$ cat config.mk
export PLATFORM = sky130hd
export DESIGN_NAME = affi_div_step
export DESIGN_NICKNAME = d
export VERILOG_FILES = /design/src/design/affi_pkg.sv /design/src/design/affi_div_step.sv
export SDC_FILE = /design/constraint.sdc
export NUM_CORES = 2
export LEC_CHECK = 0
export BUFFER_PORTS_ARGS = -buffer_cell sky130_fd_sc_hd__buf_2
export CAP_MARGIN = 5
export CORE_AREA = 8 8 506 508
export DETAILED_ROUTE_END_ITERATION = 6
export DIE_AREA = 0 0 514 516
export PLACE_DENSITY = 0.44
export SLEW_MARGIN = 20
export SYNTH_ARGS = -nofsm -noshare
export SYNTH_HDL_FRONTEND = slang
export SYNTH_SLANG_ARGS = --single-unit
$ cat constraint.sdc
create_clock -name i_clk -period 4.25 [get_ports i_clk]
set_input_delay 1.0625 -clock i_clk [delete_from_list [all_inputs] [get_ports i_clk]]
set_output_delay 1.0625 -clock i_clk [all_outputs]
set_load 0.01 [all_outputs]
$ cat src/design/affi_pkg.sv
`timescale 1ns / 1ps

package affi_pkg;

    localparam int WORD_BITS = 32;
    localparam int FRAC_BITS = 16;
    localparam int PW        = 2 * WORD_BITS;   // product / magnitude width
    localparam int QW        = WORD_BITS + 1;   // quotient bits, one per divide stage
    localparam int NLANE     = 6;
    localparam int CFG_AW    = 3;

    typedef logic signed [WORD_BITS-1:0] t_word;

    typedef enum logic [CFG_AW-1:0] {
        REG_ZERO_LIMIT = 3'd0,
        REG_FB_M00     = 3'd1,
        REG_FB_M10     = 3'd2,
        REG_FB_M01     = 3'd3,
        REG_FB_M11     = 3'd4,
        REG_FB_SHIFT_X = 3'd5,
        REG_FB_SHIFT_Y = 3'd6
    } t_reg_idx;

    // one divide lane: partial remainder, dividend bits still to shift in
    // (top end) with quotient bits collecting at the bottom end
    typedef struct packed {
        logic          ovf;
        logic          neg;
        logic [PW-1:0] rem;
        logic [QW-1:0] xq;
    } t_lane;

    typedef struct packed {
        logic                  singular;
        logic [PW-1:0]         dmag;
        t_lane [NLANE-1:0]     lane;
    } t_pipe;

    typedef struct packed {
        logic                  saturated;
        logic                  singular;
        t_word [NLANE-1:0]     val;
    } t_res;

endpackage

$ cat src/design/affi_div_step.sv
`timescale 1ns / 1ps

module affi_div_step (
    input  logic            i_clk,
    input  logic            i_rst_n,
    input  logic            i_en,
    input  logic            i_valid,
    input  affi_pkg::t_pipe i_pipe,
    output logic            o_valid,
    output affi_pkg::t_pipe o_pipe
);
    import affi_pkg::*;

    logic          r_valid;
    t_pipe         r_pipe;
    t_pipe         n_pipe;
    logic [PW:0]   w_r2   [NLANE];
    logic [PW:0]   w_diff [NLANE];
    logic          w_ge   [NLANE];

    // one restoring step per lane, all lanes share the divisor
    always_comb begin
        n_pipe = i_pipe;
        for (int i = 0; i < NLANE; i++) begin
            w_r2[i]   = {i_pipe.lane[i].rem, i_pipe.lane[i].xq[QW-1]};
            w_diff[i] = w_r2[i] - {1'b0, i_pipe.dmag};
            w_ge[i]   = w_r2[i] >= {1'b0, i_pipe.dmag};
            n_pipe.lane[i].rem = w_ge[i] ? w_diff[i][PW-1:0] : w_r2[i][PW-1:0];
            n_pipe.lane[i].xq  = {i_pipe.lane[i].xq[QW-2:0], w_ge[i]};
        end
    end

    always_ff @(posedge i_clk) begin
        if (!i_rst_n) begin
            r_valid <= 1'b0;
        end else if (i_en) begin
            r_valid <= i_valid;
        end
    end

    always_ff @(posedge i_clk) begin
        if (i_en) begin
            r_pipe <= n_pipe;
        end
    end

    assign o_valid = r_valid;
    assign o_pipe  = r_pipe;

endmodule

; ---- Word level (Yosys, flattened, before mapping)
; Index checks and enable logic that the tools add are counted.
; Widths: inputs -> output; s select.
[word_totals]
ff_bits = 660
in_bits = 663
output_inout_bits = 660
[op_classes]
addsub = 6
magnitude_cmp = 6
mux = 6
[op_table]
columns = op, n
row1 = $ge 65x64->1, 6
row2 = $mux 64, 6
row3 = $sub 64x64->64, 6

; ---- Longest topological paths before layout
[logic_depth]
ltp_word = 2
ltp_mapped = 18
mapped_depth_nobuf = 15

; ---- Worst setup path before layout
; OpenSTA, ideal clock, no wires.
[synth_path]
kind = input -> register
start = input port i_pipe[32] in the netlist's numbering
end = register r_pipe, in the netlist o_pipe[89], data pin
setup_ps = 130
arrival_time_ps = 4293
setup_slack_ps = -172
path_stages = 15
cell_sequence = inv_1 -> ha_1 -> fa_1 -> nand2b_1 -> a211o_1 -> a311o_1 -> a31oi_2 -> o2111ai_1 -> a211oi_1 -> a211oi_1 -> o311ai_4 -> nor2b_1 -> a311oi_1 -> a2111oi_0 -> a21o_1
[synth_rtl]
columns = element, line
row1 = from (decl), affi_div_step.sv:8  ; input affi_pkg::t_pipe i_pipe,
row2 = to (signal assigned), affi_div_step.sv:43  ; r_pipe <= n_pipe;
row3 = to (decl), affi_div_step.sv:15  ; t_pipe r_pipe;

==> flow_metrics.env <==
export IMPL_crit_chain="buf_2 > ha_1 > fa_1 > nor2b_2 > o31a_1 > o21ai_1 > buf_4 > o221ai_4 > nor2b_1 > a221o_1 > a31oi_1 > buf_4 > o221ai_4 > a31oi_4 > o31ai_2 > xnor2_1 > o21ai_0"
export IMPL_status="complete, no violations"
export IMPL_num_vias=50800
export IMPL_cap_violations=0
export IMPL_async_flop_share_pct=0
export IMPL_ir_drop_mv=0.327
export IMPL_r2r_cells=2
export IMPL_areaGrowthSynthToFinish_pct=63.8
export IMPL_wire_per_inst_um=28.0
export IMPL_holdBufCountCts=0
export IMPL_layout_commonest_cell="buf_4"
export IMPL_syn_inst=4779
export IMPL_critical_path_max_fanout=5
export IMPL_hp_class="in2reg"
export IMPL_synth_seq_area_share_pct=43.2
export IMPL_reg2reg_to="o_valid"
export IMPL_ys_ff_latch=660
export IMPL_cts_sinks=660
export IMPL_yosys_most_used_dff="edfxtp_1"
export IMPL_dp_slack_ns=-1.26
export IMPL_cts_buffers=94
export IMPL_nFillCells=26400
export IMPL_ys_warnings_count=0
export IMPL_power_switching_mw=9.55
export IMPL_fin_hold_ws_ns=0.449
export IMPL_h_tree_depth=3
export IMPL_clk_latency_ns=0.72
export IMPL_final_max_slew_viol_count=0
export IMPL_ant_nets=0
export IMPL_hold_start="i_pipe[526]"
export IMPL_synthDistinctLibCells=85
export IMPL_clkPwrFrac_pct=30.5
export IMPL_port_buffers=1322
export IMPL_cts_tree="done"
export IMPL_pwr_share_seq_pct=32.6
export IMPL_grt_usage_pct=22.2
export IMPL_end_kind="flip-flop"
export IMPL_powerDensity_nw_per_um2=357
export IMPL_die_w_um=514
export IMPL_route_detailed_drc=0
export IMPL_finalWorstSetupSlack_ns=0.0305
export IMPL_cpMaxStageDelayCell="fa_1"
export IMPL_synth_edf_count=659
export IMPL_drt_iter0_markers=3347
export IMPL_ff2ff_setup_slack_ns=3.66
export IMPL_initial_core_util_pct=18.5
export IMPL_syn_area_um2=45900
export IMPL_mostFrequentLayoutCells="1,671 x buf_4, 1,316 x buf_2, 659 x edfxtp_1"
export IMPL_worstMarginPinSlew_ns=0.768
export IMPL_skew_ns=0
export IMPL_critPathArrivalTime_ns=4.67
export IMPL_critPathBufInv=3
export IMPL_setup_viol=0
export IMPL_power_frac_comb_pct=37.0
export IMPL_grt_setup_unrepaired="yes"
export IMPL_rr_startpoint="o_valid"
export IMPL_min_path_cells=1
export IMPL_grt_pass1_vias=50600
export IMPL_grt_pass1_wl_um=415000
export IMPL_die_y_um=516
export IMPL_wl_um=315000
export IMPL_layout_nets=8839
export IMPL_path_class="in2reg"
export IMPL_cts_path_max_buffers=3
export IMPL_coreArea_um2=248000
export IMPL_internal_power_mw=17.3
export IMPL_finalHoldViolations=0
export IMPL_rows=183
export IMPL_fmax_mhz=237
export IMPL_slew_headroom_pct=48.7
export IMPL_utilization_pct=30.3
export IMPL_startpoint_type="primary input"
export IMPL_io_pins=1323
export IMPL_routabilityCongestion=0.932
export IMPL_leakage_nw=34.2
export IMPL_holdPathEnd="o_pipe[527]"
export IMPL_finalCritPeriodShare_pct=99.3
export IMPL_antenna_found_initial=142
export IMPL_clk_pin_slew_ns=0.06
export IMPL_grt_overflow_total=0
export IMPL_syn_area_per_cell_um2=9.60
export IMPL_root_buffer="clkbuf_16"
export IMPL_hpwl_um=269000
export IMPL_grt_start_max_net_pins=98
export IMPL_cpPeakStageDelay_ns=0.44
export IMPL_period_needed_ns=4.22
export IMPL_p_sw_share_pct=35.6
export IMPL_worstPathRequired_ns=4.70
export IMPL_syn_nets=5832
export IMPL_die_area_um2=265000
export IMPL_finalSetupTns_ns=0
export IMPL_crit_family="compound AO/OA/AOI/OAI gates"
export IMPL_drt_vias_per_instance=4.52
export IMPL_dr_pass1_iters=6
export IMPL_drive_above_1_share_pct=44.6
logic make-up (layout without fill, tap and decap cells):
| kind of cell | Yosys count | count (layout) | share of synthesized area (%) |
|---|---|---|---|
| XOR/XNOR | 355 | 355 | 6.78 |
| adder cells (fa/ha/maj) | 390 | 390 | 10.7 |
| multiplexers | 54 | 54 | 1.31 |
| flip-flops | 660 | 660 | 43.2 |
| other | 0 | 50 | 0 |
| buffers and inverters | 382 | 3464 | 3.31 |
| AND/OR/NAND/NOR | 1327 | 1328 | 13.3 |
| AO/OA/AOI/OAI | 1611 | 1611 | 21.4 |
worst max path at each step:
stage / from / to / slack (ns) / cells after the start
finish: i_pipe[594] / o_pipe[392] / 0.03 / 17
global placement: i_pipe[596] / o_pipe[434] / -1.37 / 20
CTS: i_pipe[603] / o_pipe[555] / -0.05 / 20
floorplan: i_pipe[32] / o_pipe[89] / -0.04 / 15
global route: i_pipe[614] / o_pipe[457] / -0.04 / 22
detailed placement: i_pipe[608] / o_pipe[484] / -1.26 / 19
sequential cells by signal, indices dropped and copies added, names as in the netlist:
name     flops
o_pipe     659
o_valid      1
layout make-up:
cell class | count | area (µm²) | area share (%)
Inverter | 182 | 712 | 0.947
Timing Repair Buffer | 3110 | 21500 | 28.6
Multi-Input combinational cell | 3738 | 25700 | 34.2
Tap cell | 3330 | 4170 | 5.54
Clock buffer | 101 | 2380 | 3.16
Clock inverter | 71 | 747 | 0.994
Sequential cell | 660 | 19800 | 26.4
Antenna cell | 50 | 125 | 0.166
timing repair:
item                                    CTS  global route
cloned                                    7            12
pin swaps                                29            72
gates resized for setup                 111           174
buffers inserted                         32            28
endpoints found under the setup margin  286           327
through the flow:
| step | instance area, µm² | total power [mW] | std cells |
|---|---|---|---|
| floorplan | 46000 | 12.5 | 4779 |
| global placement | 69700 | 18.4 | 10900 |
| detailed placement | 69700 | 18.3 | 10900 |
| CTS | 73800 | 27.0 | 11200 |
| global route | 75100 | 28.1 | 11200 |
| finish | 75200 | 26.8 | 11200 |
routing by layer:
metal  routed length (µm)  GRT usage, %
met1               126000          26.0
met2               155000          39.4
met3                20100          4.78
met4                13800          8.95
met5                  252             0
synthesized netlist by cell type (6+ instances only):
master       n  area share (%)
a221o_1     11            0.24
inv_1      181             1.5
a21o_1     219             3.6
mux2_1      10            0.25
o31a_1      20            0.38
mux2_2      39            0.96
a221oi_1    19            0.36
or3_1       17            0.23
o21ai_0    397             4.3
nor3_1      55            0.60
nor4_1      20            0.27
edfxtp_1   659              43
o2111ai_1    6            0.11
a2111oi_0    9            0.17
fa_1         6            0.26
nand3b_1     8            0.13
a41oi_1      9            0.17
a211o_1      8            0.15
o211ai_1    24            0.39
nand2_1    480             3.9
a211oi_1    29            0.47
or2_2       16            0.22
o31ai_1     27            0.44
and2_1      23            0.31
a21oi_1    580             6.3
buf_2       48            0.52
o21ai_1     19            0.21
or4_1        8            0.13
and3_1      42            0.57
o221ai_1     7            0.13
o21a_1      34            0.56
clkbuf_1   146             1.2
nand3_1     72            0.79
o21bai_1    76             1.2
nor2_1     366             3.0
ha_1       384              10
a21boi_0    13            0.21
xnor2_1    208             4.0
nand2b_1    54            0.74
xor2_1     147             2.8
a31oi_1     35            0.48
buf_4        6           0.098
nand4_1    107             1.5
nor2b_1     40            0.55
power groups by stage:
stage                     Clock, mW  Sequential (mW)  Combinational [mW]
final                          8.17             8.74                9.92
after global routing           8.64             8.79                10.6
after CTS                      8.47             8.77                9.74
after detailed placement          0             8.87                9.46
after global placement            0             8.89                9.47
after floorplan                   0             9.03                3.50
Note: power is estimated with default switching activity, not from simulation.
