$ cat src/design/affi_pkg.sv
`timescale 1ns / 1ps

package affi_pkg;

    localparam int WORD_BITS = 32;
    localparam int FRAC_BITS = 16;
    localparam int PW        = 2 * WORD_BITS;   // product / magnitude width
    localparam int QW        = WORD_BITS + 1;   // quotient bits, one per divide stage
    localparam int NLANE     = 6;
    localparam int CFG_AW    = 3;

    typedef logic signed [WORD_BITS-1:0] t_word;

    typedef enum logic [CFG_AW-1:0] {
        REG_ZERO_LIMIT = 3'd0,
        REG_FB_M00     = 3'd1,
        REG_FB_M10     = 3'd2,
        REG_FB_M01     = 3'd3,
        REG_FB_M11     = 3'd4,
        REG_FB_SHIFT_X = 3'd5,
        REG_FB_SHIFT_Y = 3'd6
    } t_reg_idx;

    // one divide lane: partial remainder, dividend bits still to shift in
    // (top end) with quotient bits collecting at the bottom end
    typedef struct packed {
        logic          ovf;
        logic          neg;
        logic [PW-1:0] rem;
        logic [QW-1:0] xq;
    } t_lane;

    typedef struct packed {
        logic                  singular;
        logic [PW-1:0]         dmag;
        t_lane [NLANE-1:0]     lane;
    } t_pipe;

    typedef struct packed {
        logic                  saturated;
        logic                  singular;
        t_word [NLANE-1:0]     val;
    } t_res;

endpackage

$ cat src/design/affi_round.sv
`timescale 1ns / 1ps

module affi_round (
    input  logic                        i_clk,
    input  logic                        i_rst_n,
    input  logic                        i_en,
    input  logic                        i_valid,
    input  affi_pkg::t_pipe             i_pipe,
    output logic                        o_valid,
    output logic                        o_singular,
    output logic                        o_saturated,
    output affi_pkg::t_word [affi_pkg::NLANE-1:0] o_val
);
    import affi_pkg::*;

    logic          r_valid;
    logic          r_singular;
    logic [QW-1:0] r_qr  [NLANE];
    logic          r_neg [NLANE];
    logic          r_ovf [NLANE];

    logic [QW:0]   w_sum  [NLANE];
    logic [QW-1:0] w_lim  [NLANE];
    logic [QW-1:0] w_q    [NLANE];
    logic [QW-1:0] w_sgn  [NLANE];
    logic          w_sat  [NLANE];
    logic [QW-1:0] w_lim_pos;

    // half-up rounding from the extra quotient bit
    always_comb begin
        for (int i = 0; i < NLANE; i++) begin
            w_sum[i] = {1'b0, i_pipe.lane[i].xq} + 1'b1;
        end
    end

    always_ff @(posedge i_clk) begin
        if (!i_rst_n) begin
            r_valid <= 1'b0;
        end else if (i_en) begin
            r_valid <= i_valid;
        end
    end

    always_ff @(posedge i_clk) begin
        if (i_en) begin
            r_singular <= i_pipe.singular;
            for (int i = 0; i < NLANE; i++) begin
                r_qr[i]  <= w_sum[i][QW:1];
                r_neg[i] <= i_pipe.lane[i].neg;
                r_ovf[i] <= i_pipe.lane[i].ovf;
            end
        end
    end

    always_comb begin
        w_lim_pos   = QW'(1) << (WORD_BITS - 1);
        o_saturated = 1'b0;
        for (int i = 0; i < NLANE; i++) begin
            w_lim[i]    = r_neg[i] ? w_lim_pos : w_lim_pos - 1'b1;
            w_sat[i]    = r_ovf[i] || (r_qr[i] > w_lim[i]);
            w_q[i]      = w_sat[i] ? w_lim[i] : r_qr[i];
            w_sgn[i]    = r_neg[i] ? (~w_q[i] + 1'b1) : w_q[i];
            o_val[i]    = w_sgn[i][WORD_BITS-1:0];
            o_saturated = o_saturated | w_sat[i];
        end
    end

    assign o_valid    = r_valid;
    assign o_singular = r_singular;

endmodule

$ cat config.mk
export PLATFORM = sky130hd
export DESIGN_NAME = affi_round
export DESIGN_NICKNAME = d
export VERILOG_FILES = /design/src/design/affi_pkg.sv /design/src/design/affi_round.sv
export SDC_FILE = /design/constraint.sdc
export NUM_CORES = 1
export LEC_CHECK = 0
export ABC_AREA = 1
export BUFFER_PORTS_ARGS = -buffer_cell sky130_fd_sc_hd__clkbuf_2
export CAP_MARGIN = 20
export CORE_AREA = 2 2 337 339
export CTS_CLUSTER_SIZE = 8
export DETAILED_ROUTE_END_ITERATION = 12
export DIE_AREA = 0 0 339 341
export SETUP_SLACK_MARGIN = 0.3
export SLEW_MARGIN = 10
export SYNTH_ARGS = -nofsm -noshare
export SYNTH_HDL_FRONTEND = slang
export SYNTH_SLANG_ARGS = --single-unit
$ cat constraint.sdc
create_clock -name i_clk -period 5.3 [get_ports i_clk]
set_input_delay 1.06 -clock i_clk [delete_from_list [all_inputs] [get_ports i_clk]]
set_output_delay 1.06 -clock i_clk [all_outputs]
set_load 0.03 [all_outputs]
# Yosys cells after proc, flatten, opt, wreduce, memory -nomap -nowiden
# Memories as Yosys holds them, arrays and structs flattened.
# Index checks and enable logic that the tools add are counted.
totals:
  output_inout_bits: 195
  inputBits: 663
  memories: 3
  register_bits: 2
  word_cells: 60
  ramBits: 210
classes:
  n_mux: 20
  n_reduce_logical: 6
  addsub: 12
  magnitude_cmp: 6
  bitwise_logic: 11
memory_table:
  columns: ["name", "words", "word_bits", "rd", "rd_ports_with_merged_regs", "write_ports", "line_no", "source"]
  rows:
  - ["r_qr", 6, 33, 6, 0, 6, "affi_round.sv:18", "logic [QW-1:0] r_qr [NLANE];"]
  - ["r_neg", 6, 1, 6, 0, 6, "affi_round.sv:19", "logic r_neg [NLANE];"]
  - ["r_ovf", 6, 1, 6, 0, 6, "affi_round.sv:20", "logic r_ovf [NLANE];"]
ops:
  columns: ["operator", "n"]
  rows:
  - ["two-way mux 32 bit", 18]
  - ["adder 33 x 1 -> 34 bit, second input constant", 6]
  - ["greater-than comparator 33 x 32 -> 1 bit", 6]
  - ["adder 32 x 1 -> 32 bit, second input constant", 6]
  - ["NOT 32 bit", 6]
  - ["logical OR 1 bit", 6]
  - ["OR 1 bit", 5]
  - ["two-way mux 1 bit", 2]

# Depth between registers and ports, before layout
# An unclocked memory read counts as a cell.
depth:
  word_depth: 9
  depth_mapped: 30
  depth_no_buf: 27

# Least setup slack after synthesis
# Ideal clock, no wire load.
synth_timing:
  kind: "register to output"
  start: "mem r_neg[3]"
  end: "out o_val[112] (netlist bit)"
  path_slack_ns: -0.749
  stages_incl_launch_ff: 20
  path_buffers: 0
  arrival_ns: 4.989
  required_ns: 4.240
  path_cell_list: "edfxtp_1 clkinv_1 ha_1 inv_1 nor3_1 nand2_1 nor3_2 nand4_1 nand2_4 nand2_4 o21ai_0 inv_1 ha_1 nand2_1 nor2_2 nand2_1 nor2_4 nand2_1 nand2_1 o21ai_0"
synth_lines:
  columns: ["item", "line_no", "source"]
  rows:
  - ["start, declared", "affi_round.sv:19", null]
  - ["end, declared", "affi_round.sv:12", "output affi_pkg::t_word [affi_pkg::NLANE-1:0] o_val"]

==> results.json <==
{
  "grt_use_total_pct": 16.7,
  "cts.sink_count": 212,
  "whs_path_depth": 2,
  "fin_util_pct": 32.3,
  "io_pins": 858,
  "drc": 0,
  "finalSetupTns_ns": 0,
  "cp-start-kind": "register",
  "vias_per_cell": 4.67,
  "grt.met2_usage_pct": 26.8,
  "yosysWarnings": 0,
  "grt_pass1_wl_um": 147000,
  "use_met1_pct": 20.3,
  "place.gp.congestion": 0.940,
  "critPathKind": "register to output pin",
  "synth_flop_cell": "edfxtp_1",
  "rr_worst_depth": 2,
  "path_clk_slew_ns": 0.06,
  "finClkSkew_ns": 0,
  "ant_nets": 0,
  "place_inst": 5469,
  "synth_nets": 4466,
  "core-area_um2": 112000,
  "grt_pass1_vias": 24500,
  "fmax_mhz": 195,
  "min_period_ns": 5.13,
  "syn_area_per_cell_um2": 6.74,
  "yosysTopAreaCell": "edfxtp_1",
  "critical_path_arrival_ns": 4.07,
  "synth.ff_latch_count": 212,
  "drive_gt1_share_pct": 35.1,
  "synthArstFlopShare_pct": 0,
  "finalHoldViolations": 0,
  "max_slew_margin_pct": 40.6,
  "cts_root_buf": "clkbuf_16",
  "setup_viol": 0,
  "hold_start": "o_valid",
  "clockBufferDepth": 3,
  "design_area_um2": 36100,
  "start_util_pct": 21.7,
  "rsz0062_at_grt": "yes",
  "ff2ff_setup_slack_ns": 4.66,
  "synth_top_area_share_pct": 26.1,
  "fin_cells": 5678,
  "totalWireLength_um": 104000,
  "worst_pin_slew_ns": 0.890,
  "hold_buffers": 0,
  "syn_to_final_growth_pct": 48.9,
  "synth_edf_count": 211,
  "met3_usage_pct": 3.95,
  "antenna_found_initial": 25,
  "ctsHtreeMaxLevel": 2,
  "whs_ns": 0.549,
  "post_drt_wl_per_cell_um": 18.3,
  "crit_path_max_fanout": 8,
  "netlist-cell-type-count": 58,
  "cts_tree": "done",
  "die_area_um2": 116000,
  "grt_overflow": 0,
  "place_area_um2": 28500,
  "vias": 26500,
  "dp_hpwl_um": 79300,
  "die_h_um": 341,
  "final_nets": 5022,
  "min_path_type": "register to register",
  "die_w_um": 339,
  "ys_seq_area_share_pct": 26.2,
  "crit_required_ns": 4.24,
  "port_buffers": 409,
  "rows": 123,
  "drt_pass1_iterations": 6,
  "top_usage_layer": "met2",
  "peakVddDrop_v": 0.000190,
  "status": "completed",
  "worst_setup_path_end_kind": "output pin",
  "crit_start": "r_neg[2]",
  "numCtsBuffers": 36,
  "final.period_utilization_pct": 96.7,
  "clock_latency_ns": 0.55,
  "p_leak_nw": 16.2,
  "grt_max_degree": 91,
  "syn_area_um2": 24200,
  "synthCells": 3599,
  "r2r_end": "o_valid",
  "drt-initial-drc-count": 1865,
  "maxSlewViolCount": 0,
  "max_cap_viol_count": 0,
  "whs_endpoint": "o_valid",
  "p_per_area_nw_per_um2": 236,
  "reg2reg_from": "o_valid",
  "fill_cells": 11800,
  "synthTopCellsByArea": "edfxtp_1, nand2_1, ha_1"
}
==> layout make-up <==
cell class,count,area [um^2],share of cell area [%]
sequential,212,6360,17.6
inverter,404,1570,4.33
multi-input combinational,2892,19700,54.6
clock buffer,40,916,2.54
timing repair buffer,609,5490,15.2
clock inverter,12,173,0.478
antenna,9,22.5,0.0624
tap,1500,1880,5.20
==> sequential cells by signal (all words and copies together), names as in the netlist <==
| name | count |
|---|---|
| o_valid | 1 |
| r_neg | 6 |
| r_qr | 198 |
| o_singular | 1 |
| r_ovf | 6 |
==> layout by cell type, fill, tap and decap left out, types with 13 or more instances in the layout <==
cell / instances
o21a_1: 14
nor2_2: 115
nor2_1: 281
xnor2_1: 42
clkbuf_16: 49
buf_6: 27
a21oi_1: 91
buf_16: 20
nand3_1: 338
nand3_4: 29
edfxtp_1: 211
nand2_1: 914
buf_12: 42
o21ai_4: 13
o21ai_0: 71
inv_1: 363
nand3_2: 150
nand2_2: 131
nor3_1: 42
clkbuf_8: 25
nand4_1: 33
xor2_1: 112
ha_4: 108
clkbuf_2: 318
buf_4: 106
o21ai_1: 25
o21ai_2: 36
clkbuf_4: 36
a31oi_1: 14
a21oi_2: 14
ha_1: 95
nand2_4: 37
nor2_4: 66
inv_2: 32
==> per-layer routing <==
layer	wire length (um)	share of wire, %
met1	42900	41
met2	46500	45
met3	7190	6.9
met4	6880	6.6
met5	156	0.15
==> metrics by stage <==
stage                     power (mW)  setup WS [ns]
after floorplan                 4.15          0.283
after global placement          5.22          0.148
after detailed placement        5.25          0.104
after CTS                       8.11          0.198
after global routing            9.01        -0.0282
final                           8.54          0.172
==> worst max-delay path, stage by stage, from the launching register on <==
cell and delay (ns):
edfxtp_1 0.40, buf_8 0.18, buf_12 0.16, ha_4 0.29, nand2_1 0.08, nor2_4 0.11, nand2_2 0.07, nor2_4 0.20
nand3_2 0.10, nand2_1 0.08, nor2_1 0.05, nand2_2 0.08, nand2_4 0.10, buf_4 0.16, buf_12 0.14, nand3_2 0.12
nand3_1 0.13, nor2_2 0.18, nand2_1 0.12, nor2_4 0.18, nand2_1 0.11, nand2_1 0.07, nand2_1 0.04, nand2_1 0.09
inv_1 0.05, clkbuf_4 0.17
==> worst max-delay path by stage <==
stage / end / cells past startpoint
finish: o_val[94] / 25
global placement: o_val[20] / 24
CTS: o_val[140] / 23
floorplan: o_val[72] / 25
global route: o_val[82] / 24
detailed placement: o_val[20] / 24
==> what timing repair did <==
action,in CTS,in global routing
pin swaps,117,167
setup buffers,63,44
cloned,27,14
endpoints found under the setup margin,167,175
gates resized for setup,504,470
==> cell usage after synthesis, types with 22 or more instances <==
| cell type | n |
|---|---|
| a21oi_1 | 105 |
| nor3_1 | 43 |
| xor2_1 | 112 |
| nand4_1 | 33 |
| nand2_1 | 1063 |
| o21ai_1 | 27 |
| inv_1 | 394 |
| nand3_1 | 471 |
| buf_2 | 28 |
| nand3_2 | 43 |
| nor2_2 | 68 |
| edfxtp_1 | 211 |
| o21ai_0 | 101 |
| xnor2_1 | 42 |
| a31oi_1 | 22 |
| nor2_1 | 390 |
| ha_1 | 204 |
==> kinds of logic after synthesis <==
kind of cell,count (synthesis),share of synthesized area [%]
flops,212,26.2
xor+xnor,154,5.56
simple gates,2212,41.4
buf+inv,495,8.45
fa+ha+maj,204,10.5
compound gates,312,7.39
mux,10,0.464
==> power by group <==
| group | internal (mW) | switching (mW) | leakage, nW | total (mW) |
|---|---|---|---|---|
| registers | 2.01 | 0.160 | 2.07 | 2.17 |
| clock network | 1.41 | 0.814 | 0.527 | 2.23 |
| logic | 1.55 | 2.59 | 13.6 | 4.14 |
No activity file was read; power rests on OpenSTA's default activity.
